$ cat config.mk
export PLATFORM = sky130hd
export DESIGN_NAME = radix_string_to_integer
export DESIGN_NICKNAME = d
export VERILOG_FILES = /design/src/rtl/rsti_pkg.sv /design/src/rtl/radix_string_to_integer.sv /design/src/rtl/rsti_decode.sv /design/src/rtl/rsti_core.sv
export SDC_FILE = /design/constraint.sdc
export NUM_CORES = 1
export LEC_CHECK = 0
export BUFFER_PORTS_ARGS = -buffer_cell sky130_fd_sc_hd__buf_4
export CAP_MARGIN = 20
export CORE_UTILIZATION = 55
export DETAILED_ROUTE_END_ITERATION = 10
export PLACE_DENSITY_LB_ADDON = 0.1
export SYNTH_ARGS = -nofsm -noshare
export SYNTH_HDL_FRONTEND = slang
export SYNTH_SLANG_ARGS = --single-unit
$ cat constraint.sdc
create_clock -name aclk -period 9.4 [get_ports aclk]
set_input_delay 1.41 -clock aclk [delete_from_list [all_inputs] [get_ports aclk]]
set_output_delay 1.41 -clock aclk [all_outputs]
set_load 0.01 [all_outputs]
$ cat src/rtl/rsti_pkg.sv
// Shared types and constants for the radix string-to-integer parser.
package rsti_pkg;

    localparam int MAX_RADIX = 36;
    localparam int RADIX_W   = 6;
    localparam int CHAR_W    = 8;
    localparam int DIGIT_W   = 6;
    localparam int MAG_W     = 63;
    localparam int VALUE_W   = 64;
    localparam int PROD_W    = MAG_W + RADIX_W;
    localparam int APB_DW    = 32;
    localparam int APB_AW    = 3;

    localparam logic [RADIX_W-1:0] RADIX_RESET = 6'd10;
    localparam logic [MAG_W-1:0]   MAG_MAX     = {MAG_W{1'b1}};

    localparam logic [CHAR_W-1:0] CH_MINUS   = 8'h2D;
    localparam logic [CHAR_W-1:0] CH_PLUS    = 8'h2B;
    localparam logic [CHAR_W-1:0] CH_ZERO    = 8'h30;
    localparam logic [CHAR_W-1:0] CH_NINE    = 8'h39;
    localparam logic [CHAR_W-1:0] CH_UPPER_A = 8'h41;
    localparam logic [CHAR_W-1:0] CH_UPPER_Z = 8'h5A;
    localparam logic [CHAR_W-1:0] CH_LOWER_A = 8'h61;
    localparam logic [CHAR_W-1:0] CH_LOWER_Z = 8'h7A;
    localparam logic [DIGIT_W-1:0] LETTER_BASE = 6'd10;

    // Register index of the radix register on the configuration port.
    localparam logic REG_RADIX = 1'b0;

    typedef enum logic [1:0] {
        ST_OK       = 2'd0,
        ST_BAD_CHAR = 2'd1,
        ST_BAD_BASE = 2'd2
    } status_t;

    typedef struct packed {
        logic               is_sign;
        logic               is_minus;
        logic               is_digit;
        logic [DIGIT_W-1:0] digit;
    } char_class_t;

    typedef struct packed {
        status_t          status;
        logic             saturated;
        logic             negate;
        logic [MAG_W-1:0] magnitude;
    } result_t;

endpackage

$ cat src/rtl/radix_string_to_integer.sv
// Top level of the radix string-to-integer parser: handshake, registers, APB port.
// Result path: a final character passes the input register stage and then the result
// register. Throughput: one character per cycle; the combinational multiply-accumulate
// loop on the magnitude register sets this rate. A final character held by a waiting
// result stalls the input behind it until that result is taken.
// Reset: synchronous, active low; clears the pipeline, the number state and sets radix to 10.
module radix_string_to_integer
    import rsti_pkg::*;
(
    input  logic                aclk,
    input  logic                aresetn,
    // Character input channel.
    input  logic                s_valid,
    output logic                s_ready,
    input  logic [CHAR_W-1:0]   s_char_code,
    input  logic                s_is_final,
    // Result channel.
    output logic                m_valid,
    input  logic                m_ready,
    output logic signed [VALUE_W-1:0] m_value,
    output logic [1:0]          m_status,
    output logic                m_saturated,
    // Configuration port.
    input  logic                psel,
    input  logic                penable,
    input  logic                pwrite,
    input  logic [APB_AW-1:0]   paddr,
    input  logic [APB_DW-1:0]   pwdata,
    output logic [APB_DW-1:0]   prdata,
    output logic                pready
);

    // Input register stage. A character sits here while the core works on it.
    logic              s1_valid_reg;
    logic [CHAR_W-1:0] s1_char_reg;
    logic              s1_final_reg;

    // Result register stage.
    logic              m_valid_reg;
    status_t           out_status_reg;
    logic              out_sat_reg;
    logic              out_neg_reg;
    logic [MAG_W-1:0]  out_mag_reg;

    logic [RADIX_W-1:0] radix_reg;

    logic        out_free;
    logic        s1_fire;
    logic        cfg_write;
    char_class_t char_class;
    result_t     result;

    // A non-final character never needs the result register, so it always moves on.
    // A final character waits only while an earlier result is still not taken.
    assign out_free = !m_valid_reg || m_ready;
    assign s1_fire  = s1_valid_reg && (!s1_final_reg || out_free);
    assign s_ready  = !s1_valid_reg || s1_fire;

    always_ff @(posedge aclk) begin
        if (!aresetn) begin
            s1_valid_reg <= 1'b0;
        end else if (s_ready) begin
            s1_valid_reg <= s_valid;
        end
    end

    always_ff @(posedge aclk) begin
        if (s_valid && s_ready) begin
            s1_char_reg  <= s_char_code;
            s1_final_reg <= s_is_final;
        end
    end

    rsti_decode u_decode (
        .char_code  (s1_char_reg),
        .char_class (char_class)
    );

    rsti_core u_core (
        .aclk       (aclk),
        .aresetn    (aresetn),
        .fire       (s1_fire),
        .char_class (char_class),
        .is_final   (s1_final_reg),
        .radix      (radix_reg),
        .result     (result)
    );

    wire result_load = s1_fire && s1_final_reg;

    always_ff @(posedge aclk) begin
        if (!aresetn) begin
            m_valid_reg <= 1'b0;
        end else if (result_load) begin
            m_valid_reg <= 1'b1;
        end else if (m_ready) begin
            m_valid_reg <= 1'b0;
        end
    end

    always_ff @(posedge aclk) begin
        if (result_load) begin
            out_status_reg <= result.status;
            out_sat_reg    <= result.saturated;
            out_neg_reg    <= result.negate;
            out_mag_reg    <= result.magnitude;
        end
    end

    // The sign is applied after the result register, which keeps the
    // negation off the multiply-accumulate path.
    assign m_valid     = m_valid_reg;
    assign m_status    = out_status_reg;
    assign m_saturated = out_sat_reg;
    assign m_value     = out_neg_reg ? (VALUE_W'(0) - VALUE_W'(out_mag_reg))
                                     : VALUE_W'(out_mag_reg);

    // Configuration: the radix register sits at byte address zero. Writes to
    // any other word are dropped and read back as zero.
    assign pready    = 1'b1;
    assign cfg_write = psel && penable && pwrite && pready;

    always_ff @(posedge aclk) begin
        if (!aresetn) begin
            radix_reg <= RADIX_RESET;
        end else if (cfg_write && (paddr[APB_AW-1] == REG_RADIX)) begin
            radix_reg <= pwdata[RADIX_W-1:0];
        end
    end

    always_comb begin
        prdata = '0;
        if (paddr[APB_AW-1] == REG_RADIX) begin
            prdata = APB_DW'(radix_reg);
        end
    end

`ifndef ASSERT_OFF
    a_error_zero: assert property (@(posedge aclk) disable iff (!aresetn)
        (m_valid && (m_status != ST_OK)) |-> ((m_value == '0) && !m_saturated))
        else $error("error result carries a nonzero value");
    a_sat_max: assert property (@(posedge aclk) disable iff (!aresetn)
        (m_valid && m_saturated) |-> (m_value == VALUE_W'(MAG_MAX)))
        else $error("saturated result is not the maximum value");
    a_final_lands: assert property (@(posedge aclk) disable iff (!aresetn)
        result_load |=> m_valid_reg)
        else $error("final character produced no result");
    a_no_overwrite: assert property (@(posedge aclk) disable iff (!aresetn)
        (m_valid_reg && !m_ready) |-> !result_load)
        else $error("waiting result overwritten");
`endif

endmodule

$ cat src/rtl/rsti_decode.sv
// Character classifier: sign detection and digit value of an ASCII code.
module rsti_decode
    import rsti_pkg::*;
(
    input  logic [CHAR_W-1:0] char_code,
    output char_class_t       char_class
);

    always_comb begin
        char_class          = '0;
        char_class.is_sign  = (char_code == CH_MINUS) || (char_code == CH_PLUS);
        char_class.is_minus = (char_code == CH_MINUS);
        if (char_code inside {[CH_ZERO:CH_NINE]}) begin
            char_class.is_digit = 1'b1;
            char_class.digit    = DIGIT_W'(char_code - CH_ZERO);
        end else if (char_code inside {[CH_UPPER_A:CH_UPPER_Z]}) begin
            char_class.is_digit = 1'b1;
            char_class.digit    = DIGIT_W'(char_code - CH_UPPER_A) + LETTER_BASE;
        end else if (char_code inside {[CH_LOWER_A:CH_LOWER_Z]}) begin
            char_class.is_digit = 1'b1;
            char_class.digit    = DIGIT_W'(char_code - CH_LOWER_A) + LETTER_BASE;
        end
    end

endmodule

$ cat src/rtl/rsti_core.sv
// Number state and multiply-accumulate datapath, one character per cycle while fire is high.
module rsti_core
    import rsti_pkg::*;
(
    input  logic               aclk,
    input  logic               aresetn,
    input  logic               fire,
    input  char_class_t        char_class,
    input  logic               is_final,
    input  logic [RADIX_W-1:0] radix,
    output result_t            result
);

    logic [MAG_W-1:0]  acc_reg, acc_next;
    logic              at_start_reg, at_start_next;
    logic              neg_reg, neg_next;
    logic              seen_reg, seen_next;
    logic              inv_reg, inv_next;
    logic              ovf_reg, ovf_next;
    logic              base_ok;
    logic              digit_ok;
    logic [PROD_W-1:0] prod;
    logic [PROD_W-1:0] sum;
    logic              sum_ovf;

    assign base_ok  = (radix >= RADIX_W'(2)) && (radix <= RADIX_W'(MAX_RADIX));
    assign digit_ok = char_class.is_digit && (char_class.digit < radix);
    assign prod     = PROD_W'(acc_reg) * PROD_W'(radix);
    assign sum      = prod + PROD_W'(char_class.digit);
    assign sum_ovf  = |sum[PROD_W-1:MAG_W];

    always_comb begin
        acc_next      = acc_reg;
        neg_next      = neg_reg;
        seen_next     = seen_reg;
        inv_next      = inv_reg;
        ovf_next      = ovf_reg;
        at_start_next = 1'b0;

        if (at_start_reg && char_class.is_sign) begin
            neg_next = char_class.is_minus;
        end else if (!digit_ok) begin
            inv_next = 1'b1;
        end else begin
            seen_next = 1'b1;
            if (base_ok && !ovf_reg) begin
                if (sum_ovf) begin
                    ovf_next = 1'b1;
                    acc_next = MAG_MAX;
                end else begin
                    acc_next = sum[MAG_W-1:0];
                end
            end
        end

        result = '0;
        if (!base_ok) begin
            result.status = ST_BAD_BASE;
        end else if (inv_next || !seen_next) begin
            result.status = ST_BAD_CHAR;
        end else begin
            result.status    = ST_OK;
            result.saturated = ovf_next;
            result.negate    = neg_next && !ovf_next;
            result.magnitude = acc_next;
        end

        // The final character ends the number; the next one starts afresh.
        if (is_final) begin
            acc_next      = '0;
            at_start_next = 1'b1;
            neg_next      = 1'b0;
            seen_next     = 1'b0;
            inv_next      = 1'b0;
            ovf_next      = 1'b0;
        end
    end

    always_ff @(posedge aclk) begin
        if (!aresetn) begin
            acc_reg      <= '0;
            at_start_reg <= 1'b1;
            neg_reg      <= 1'b0;
            seen_reg     <= 1'b0;
            inv_reg      <= 1'b0;
            ovf_reg      <= 1'b0;
        end else if (fire) begin
            acc_reg      <= acc_next;
            at_start_reg <= at_start_next;
            neg_reg      <= neg_next;
            seen_reg     <= seen_next;
            inv_reg      <= inv_next;
            ovf_reg      <= ovf_next;
        end
    end

`ifndef ASSERT_OFF
    a_final_clears: assert property (@(posedge aclk) disable iff (!aresetn)
        (fire && is_final) |=> (at_start_reg && (acc_reg == '0) && !ovf_reg))
        else $error("number state not cleared after final character");
    a_ovf_clamps: assert property (@(posedge aclk) disable iff (!aresetn)
        ovf_reg |-> (acc_reg == MAG_MAX))
        else $error("overflow without clamped magnitude");
    a_start_only_once: assert property (@(posedge aclk) disable iff (!aresetn)
        (fire && !is_final) |=> !at_start_reg)
        else $error("start state held after a non-final character");
`endif

endmodule
==> flow_summary.toml, run 1 <==
[route]
vias = 17130
drt_first_pass_iters = 6
totalWireLength_um = 55610
drt.antenna.violating_nets = 0
route.detailed.drc = 0
wl_per_cell_um = 19.47
dr.first_iter.drc_count = 1223
vias_per_cell = 5.997

[global_routing]
grt_pass1_vias = 17120
antenna_found_initial = 0
grt_pass1_wl_um = 91210
grt_overflow = 0
grtUsageTotal_pct = 29.87
grt_max_degree = 127

[floorplan]
rows = 70
start_util_pct = 56.32
die-width_um = 196.5
fp.coreArea_sq_um = 36960
die_area_sq_um = 38630
die_y_um = 196.5
ios = 153

[clock_network]
cts_hold_buf = 0
cts_buffer_depth = 2
cts_setup_buffers = 0
cts_tree = "yes"
cts.sinks = 152
cts_buffers = 17
clkSlewWorstSetupHoldPaths_ps = 70
htreeDepth = 4
post_cts_resized = 0
clockRootBuffer = "clkbuf_16"
insertion_delay_ps = 440

[power_and_ir_drop]
net-switching-power_uw = 563.5
internal-power_uw = 1203
combPwrFrac_pct = 19.1
sw_frac_of_total_pct = 31.90
p_per_area_nw_per_um2 = 79.24
p_leak_uw = 0.01020
ir_worst_vdd_mv = 0.1207
seq_power_share_pct = 42.3
p_clk_share_pct = 38.6

[cells_and_area]
area_growth_pct = 7.117
final_cell_mix = "and2_1, fa_1, o21ai_0"
drive_gt1_share_pct = 7.568
n_antenna_cell = 0
nets = 2796
layout_commonest_cell = "and2_1"

[sta]
min_period_ps = 7687
fmax_ghz = 0.1301
fin_skew_ps = 10.44
rsz0062_at_grt = "false"
finalHoldViolCount = 0
finalSetupTns_ps = 0
worst_slew_pin_slew_ps = 1013
setup_violations = 0
fin_crit_sh_pct = 81.77
holdWs_ps = 443.1
finalMaxSlewViolations = 0
max_slew_margin_pct = 31.87

[synthesis]
yosysUniqueCellTypes = 70
synth_warnings = 0
ys.flop_type = "edfxtp_1"
synthArstFlopShare_pct = 0
synth_area_sq_um = 20820
syn_area_per_cell_sq_um = 8.843
synth-seq-cells = 152
ys_seq_area_share_pct = 18.27
synth_edf_count = 76
synthCells = 2354

[setup_path]
critPathLaunchType = "flop"
r2r_slack_ps = 1710
worstSetupPathType = "flop to flop"
cp.arrival_ps = 7820
cp-end-kind = "flop"
cp.required_ps = 9530
cp_max_fo = 75

[status]
status = "finished, final reports clean"

[worst_hold_path]
hp-class = "flop to flop"

[flow_run]
maxCapViolCount = 0

[placed_design]
gp_congestion = 0.9247
dp_hpwl_um = 43220
io_buffers = 97
[cell type report]
cell class | instances | area [sq um]
multi-input combinational | 1884 | 15740
fill | 3287 | 14660
clock buffer | 17 | 425.4
clock inverter | 15 | 141.4
sequential | 152 | 3811
inverter | 169 | 634.4
timing repair buffer | 115 | 915.9
tap | 504 | 630.6
[power by group through the flow]
stage                     clock network (uW)  registers, uW  logic, uW
after CTS                                686            746        332
after global routing                     707            751        379
after floorplan                            0            744        253
final                                    681            748        338
after detailed placement                   0            761        329
after global placement                     0            760        323
[cells in the mapped netlist, types with 4 or more instances]
master,n,area share (%)
a2111oi_0,5,0.21
a211oi_1,4,0.14
a21boi_0,8,0.29
a21o_1,25,0.90
a21oi_1,107,2.6
a221oi_1,4,0.17
a31oi_1,132,4.0
and2_1,302,9.1
buf_1,7,0.13
buf_4,28,1.0
clkbuf_1,139,2.5
dfxtp_1,76,7.3
edfxtp_1,76,11
fa_1,248,24
ha_1,158,9.5
inv_1,169,3.0
mux2i_1,4,0.19
nand2_1,195,3.5
nand2b_1,19,0.57
nand3_1,12,0.29
nand4_1,37,1.1
nor2_1,72,1.3
nor2b_1,14,0.42
nor3_1,25,0.60
nor4_1,6,0.18
o211ai_1,8,0.29
o21a_1,12,0.43
o21ai_0,205,4.9
o21bai_1,11,0.40
o221ai_1,4,0.17
o31ai_1,20,0.72
o41ai_1,11,0.46
or2_2,5,0.15
or3_1,12,0.36
or4_1,9,0.32
or4_4,6,0.32
xnor2_1,86,3.6
xor2_1,42,1.8
[layer usage]
metal	vias up	routed length, um	GRT usage [%]
li1	7997	-	-
met1	8492	24970	42.24
met2	575	26210	48.86
met3	63	3475	3.559
met4	0	959	7.350
met5	-	0	0
[critical path, stage by stage (launching register included)]
cell and delay, ps:
dfxtp_2 830, nand2_1 160, fa_1 510, fa_1 490, inv_1 50, fa_1 470
ha_1 310, ha_1 490, nand4_1 200, nor4_1 900, o2111ai_1 340, a21oi_1 230
nor3_1 170, o31a_1 350, xnor2_1 130, or4_1 520, nor3_2 220, buf_4 670
a31oi_1 260
[cell families (layout without fill, tap and decap cells)]
| family | count (synthesis) | after routing | share of synthesized area, % |
|---|---|---|---|
| AND/OR/NAND/NOR | 731 | 731 | 19.06 |
| AO/OA/AOI/OAI | 588 | 588 | 17.02 |
| adder cells (fa/ha/maj) | 406 | 406 | 33.35 |
| buffers and inverters | 343 | 316 | 6.690 |
| flip-flops | 152 | 152 | 18.27 |
| XOR/XNOR | 128 | 128 | 5.386 |
| multiplexers | 4 | 4 | 0.1924 |
| other | 2 | 27 | 0.03608 |
[path summary, 6_finish.rpt]
path | startpoint | end | cells after the start
setup / recovery | radix_reg[1] | out_mag_reg[54] | 18
hold / removal | u_core.at_start_reg | u_core.at_start_reg | 2
setup reg to reg | radix_reg[1] | out_mag_reg[54] | 18
hold reg to reg | u_core.at_start_reg | u_core.at_start_reg | 2
[metrics by stage]
step / area, sq um / setup slack (ps) / cells / util (%) / total power, uW
6_report: 22300 / 1713 / 2856 / 60.33 / 1767
5_1_grt: 22300 / 1519 / 2856 / 60.33 / 1837
4_1_cts: 22220 / 1911 / 2853 / 60.13 / 1764
3_5_place_dp: 21660 / 1921 / 2821 / 58.59 / 1090
3_3_place_gp: 21660 / 1953 / 2821 / 58.59 / 1083
2_1_floorplan: 20910 / 3046 / 2379 / - / 996.5
No activity file was read; power rests on OpenSTA's default activity.
==> run 2: changes to the inputs <==
- clock period: 9.4 -> 7 ns (I/O delays scaled with it)
==> flow_summary.toml, run 2 (synthesis gave the netlist of run 1 again) <==
[placed_design]
place_area_sq_um = 22160
gp_congestion = 0.9356
dp_hpwl_um = 44930
io_buffers = 97

[global_routing]
grt_max_degree = 127
grt_pass1_wl_um = 92710
grt_pass1_vias = 17450
grtUsageTotal_pct = 30.56
antenna_found_initial = 2
grt_overflow = 0

[power_and_ir_drop]
sw_frac_of_total_pct = 29.34
internal-power_uw = 1812
ir_worst_vdd_mv = 0.1475
p_clk_share_pct = 41.9
p_leak_uw = 0.01055
seq_power_share_pct = 38.9
combPwrFrac_pct = 19.1
net-switching-power_uw = 752.1
p_per_area_nw_per_um2 = 111.9

[floorplan]
die-width_um = 196.5
die_area_sq_um = 38630
start_util_pct = 56.32
fp.coreArea_sq_um = 36960
ios = 153
die_y_um = 196.5
rows = 70

[worst_hold_path]
hold_end = "u_core.at_start_reg"
min_path_cells = 2
hp-class = "flop to flop"
hold_start = "u_core.at_start_reg"

[route]
drt_first_pass_iters = 6
wl_per_cell_um = 19.59
route.detailed.drc = 0
vias_per_cell = 5.975
totalWireLength_um = 56990
vias = 17380
dr.first_iter.drc_count = 1301
drt.antenna.violating_nets = 0

[setup_path]
cp-end-kind = "flop"
critPathLaunch = "s1_char_reg[0]"
critPathLaunchType = "flop"
cp_max_fo = 46
r2r_start = "s1_char_reg[0]"
worstSetupPathType = "flop to flop"
cp.arrival_ps = 6710
reg2reg_depth = 23
r2r_end = "out_mag_reg[12]"
r2r_slack_ps = 460
cp.required_ps = 7160

[clock_network]
clockRootBuffer = "clkbuf_16"
cts_hold_buf = 0
clkSlewWorstSetupHoldPaths_ps = 60
insertion_delay_ps = 450
cts.sinks = 152
htreeDepth = 4
cts_tree = "yes"
cts_buffer_depth = 2
cts_buffers = 17

[sta]
fin_crit_sh_pct = 93.48
fmax_ghz = 0.1528
fin_skew_ps = 11.64
max_slew_margin_pct = 31.73
min_period_ps = 6543
finalMaxSlewViolations = 0
finalSetupTns_ps = 0
worst_slew_pin_slew_ps = 1019
setup_violations = 0
finalHoldViolCount = 0
rsz0062_at_grt = "false"

[status]
status = "finished, final reports clean"

[cells_and_area]
fillCellCount = 3249
design_area_sq_um = 22910
layout_commonest_cell = "and2_1"
drive_gt1_share_pct = 9.696
final_cell_mix = "and2_1, fa_1, o21ai_0"
nets = 2847
area_growth_pct = 10.07

[flow_run]
maxCapViolCount = 0
## run 2: power groups by stage
stage / Combinational (uW) / Clock (uW) / Sequential [uW]
final: 490 / 1080 / 998
after global routing: 545 / 1120 / 1000
after detailed placement: 479 / 0 / 1020
after floorplan: 340 / 0 / 998
after CTS: 484 / 1080 / 997
after global placement: 471 / 0 / 1020
## run 2: how the worst max path moves through the flow
stage	endpoint	slack, ps	depth (start not counted)
2_1_floorplan	out_mag_reg[10]	650	22
3_3_place_gp	out_mag_reg[19]	440	23
3_5_place_dp	u_core.acc_reg[6]	390	24
4_1_cts	out_mag_reg[12]	360	23
5_1_grt	out_mag_reg[14]	30	24
6_report	out_mag_reg[12]	460	23
## run 2: worst max-delay path, stage by stage, from the launching register on
cell and delay [ps]:
edfxtp_1 490, inv_1 170, ha_1 190, or4b_2 630, o221ai_1 350, a21oi_1 210
a21o_1 190, nand2_1 60, o31ai_1 140, fa_1 520, ha_1 360, nand4b_1 270
a2111oi_2 470, buf_4 170, o22a_1 180, a211oi_1 100, buf_4 180, o31ai_1 240
xor2_1 100, or4_1 480, nor3_2 220, buf_4 170, buf_12 210, a31oi_1 120
## run 2: repair_timing
action,4_1_cts,5_1_grt
resized for setup,0,4
endpoints found under the hold margin,0,0
buffers inserted,0,2
setup endpoints to repair,0,69
## run 2: area by class of cell
| cell class | instances | area [sq um] | share of cell area (%) |
|---|---|---|---|
| clock buffers | 17 | 425.4 | 1.857 |
| clock inverters | 15 | 249.0 | 1.087 |
| inverters | 169 | 634.4 | 2.769 |
| repair buffers | 166 | 1404 | 6.127 |
| flip-flops and latches | 152 | 3811 | 16.63 |
| diodes | 2 | 5.005 | 0.02184 |
| multi-input cells | 1884 | 15750 | 68.75 |
| well taps | 504 | 630.6 | 2.752 |
## run 2: through the flow
stage | utilization (%) | total power (uW) | cells | hold WS, ps | worst slack (ps)
after floorplan | - | 1338 | 2379 | 416.0 | 646.4
after global placement | 59.95 | 1486 | 2871 | 432.8 | 441.4
after detailed placement | 59.95 | 1495 | 2871 | 443.1 | 391.1
after CTS | 61.77 | 2564 | 2903 | 450.4 | 362.1
after global routing | 61.98 | 2665 | 2907 | 476.9 | 32.65
final | 61.99 | 2564 | 2909 | 445.8 | 456.5
## run 2: layer usage
| metal | part of all wire [%] | global-route usage, % | vias up |
|---|---|---|---|
| met5 | 0 | 0 | - |
| met4 | 1.9 | 8.333 | 0 |
| met3 | 6.1 | 3.919 | 87 |
| met2 | 47 | 50.05 | 592 |
| met1 | 45 | 42.61 | 8596 |
| li1 | - | - | 8105 |
==> run 3: changes to the inputs <==
- CORE_UTILIZATION: 55 -> 51
- CTS_CLUSTER_SIZE: default -> 10
==> flow_summary.toml, run 3 (synthesis gave the netlist of run 1 again) <==
[global_routing]
grtUsageTotal_pct = 28.87
grt_overflow = 0
grt_pass1_wl_um = 94450
grt_max_degree = 127
antenna_found_initial = 2
grt_pass1_vias = 17320

[floorplan]
ios = 153
die_area_sq_um = 41630
die-width_um = 204.0
fp.coreArea_sq_um = 40010
rows = 73
start_util_pct = 52.03
die_y_um = 204.0

[placed_design]
io_buffers = 97
dpl_worst_slack_ps = 265.3
gp_congestion = 0.9292
dp_hpwl_um = 45630
placedCellCount = 2890

[power_and_ir_drop]
p_leak_uw = 0.01047
net-switching-power_uw = 778.3
combPwrFrac_pct = 19.8
sw_frac_of_total_pct = 31.80
internal-power_uw = 1670
p_clk_share_pct = 39.4
p_per_area_nw_per_um2 = 107.6
ir_worst_vdd_mv = 0.1511
seq_power_share_pct = 40.8
fin_total_pwr_uw = 2448

[worst_hold_path]
min_path_cells = 2
hold_end = "u_core.at_start_reg"
hp-class = "flop to flop"
hold_start = "u_core.at_start_reg"

[cells_and_area]
stdcell_count = 2923
area_growth_pct = 9.334
drive_gt1_share_pct = 9.550
fin_util_pct = 56.89
layout_commonest_cell = "and2_1"
nets = 2842
final_cell_mix = "and2_1, fa_1, o21ai_0"
layout.area.seq_sq_um = 3811
multi_input_area_sq_um = 15760
n_antenna_cell = 0
fillCellCount = 3653

[route]
vias_per_cell = 5.963
dr.first_iter.drc_count = 1424
vias = 17430
wl_per_cell_um = 19.73
drt.antenna.violating_nets = 0
totalWireLength_um = 57680
route.detailed.drc = 0
drt_first_pass_iters = 5

[setup_path]
r2r_end = "out_mag_reg[8]"
worstSetupPathType = "flop to flop"
r2r_start = "radix_reg[0]"
cp-end-kind = "flop"
cp.arrival_ps = 6850
r2r_slack_ps = 290
cp_max_fo = 49
critPathLaunchType = "flop"
reg2reg_depth = 21
cp.required_ps = 7140

[sta]
fin_crit_sh_pct = 95.86
max_slew_margin_pct = 27.96
rsz0062_at_grt = "false"
fmax_ghz = 0.1490
min_period_ps = 6710
setup_violations = 0
finalMaxSlewViolations = 0
fin_skew_ps = 11.93
setup_ws_ps = 289.6
finalHoldViolCount = 0
worst_slew_pin_slew_ps = 1081
finalSetupTns_ps = 0

[clock_network]
insertion_delay_ps = 450
clockRootBuffer = "clkbuf_16"
htreeDepth = 4
cts_hold_buf = 0
cts_buffers = 17
cts_tree = "yes"
cts_setup_buffers = 0
clkSlewWorstSetupHoldPaths_ps = 70
cts.sinks = 152
post_cts_resized = 0
cts_buffer_depth = 2

[status]
status = "finished, final reports clean"

[flow_run]
maxCapViolCount = 0
## run 3: worst max-delay path by stage
stage | depth (start not counted) | end | slack (ps) | startpoint
3_5_place_dp | 22 | out_mag_reg[18] | 270 | radix_reg[2]
2_1_floorplan | 22 | out_mag_reg[10] | 650 | radix_reg[2]
5_1_grt | 22 | out_mag_reg[9] | 40 | radix_reg[2]
6_report | 21 | out_mag_reg[8] | 290 | radix_reg[0]
4_1_cts | 22 | out_mag_reg[8] | 250 | radix_reg[2]
3_3_place_gp | 22 | out_mag_reg[19] | 320 | radix_reg[2]
## run 3: final cells by class
class	instances	share of cell area (%)
flip-flops and latches	152	16.75
inverters	169	2.787
well taps	525	2.886
clock buffers	17	1.869
repair buffers	161	5.728
clock inverters	15	0.7367
multi-input cells	1884	69.25
## run 3: stage by stage
step	hold slack (ps)	instance area (sq um)
2_1_floorplan	416.0	20910
3_3_place_gp	452.7	22120
3_5_place_dp	461.8	22120
4_1_cts	472.5	22710
5_1_grt	515.0	22760
6_report	479.7	22760
## run 3: routing by layer
| layer | up-vias | share of wire (%) | track usage (%) |
|---|---|---|---|
| li1 | 8090 | - | - |
| met4 | 0 | 1.4 | 6.317 |
| met5 | - | 0 | 0 |
| met1 | 8676 | 45 | 41.56 |
| met2 | 600 | 47 | 46.28 |
| met3 | 65 | 6.3 | 3.779 |
## run 3: critical path: stages, from the launching register on
cell      delay (ps)
dfxtp_2          530
buf_4            320
and2_1           190
fa_1             440
fa_1             490
fa_1             520
ha_1             310
ha_1             390
a21oi_1          270
o21ai_0          160
a221oi_1         450
buf_4            200
nor3_1            40
a211oi_1         250
buf_4            170
o221ai_1         140
xor2_1           180
or4_1            550
nor3_2           220
buf_4            190
buf_12           230
a31oi_1          130
## run 3: power groups by stage
stage	Sequential [uW]	Clock, uW	Combinational, uW
after floorplan	998	0	340
after global placement	1020	0	466
after detailed placement	1020	0	474
after CTS	998	967	479
after global routing	1000	1000	541
final	999	965	484
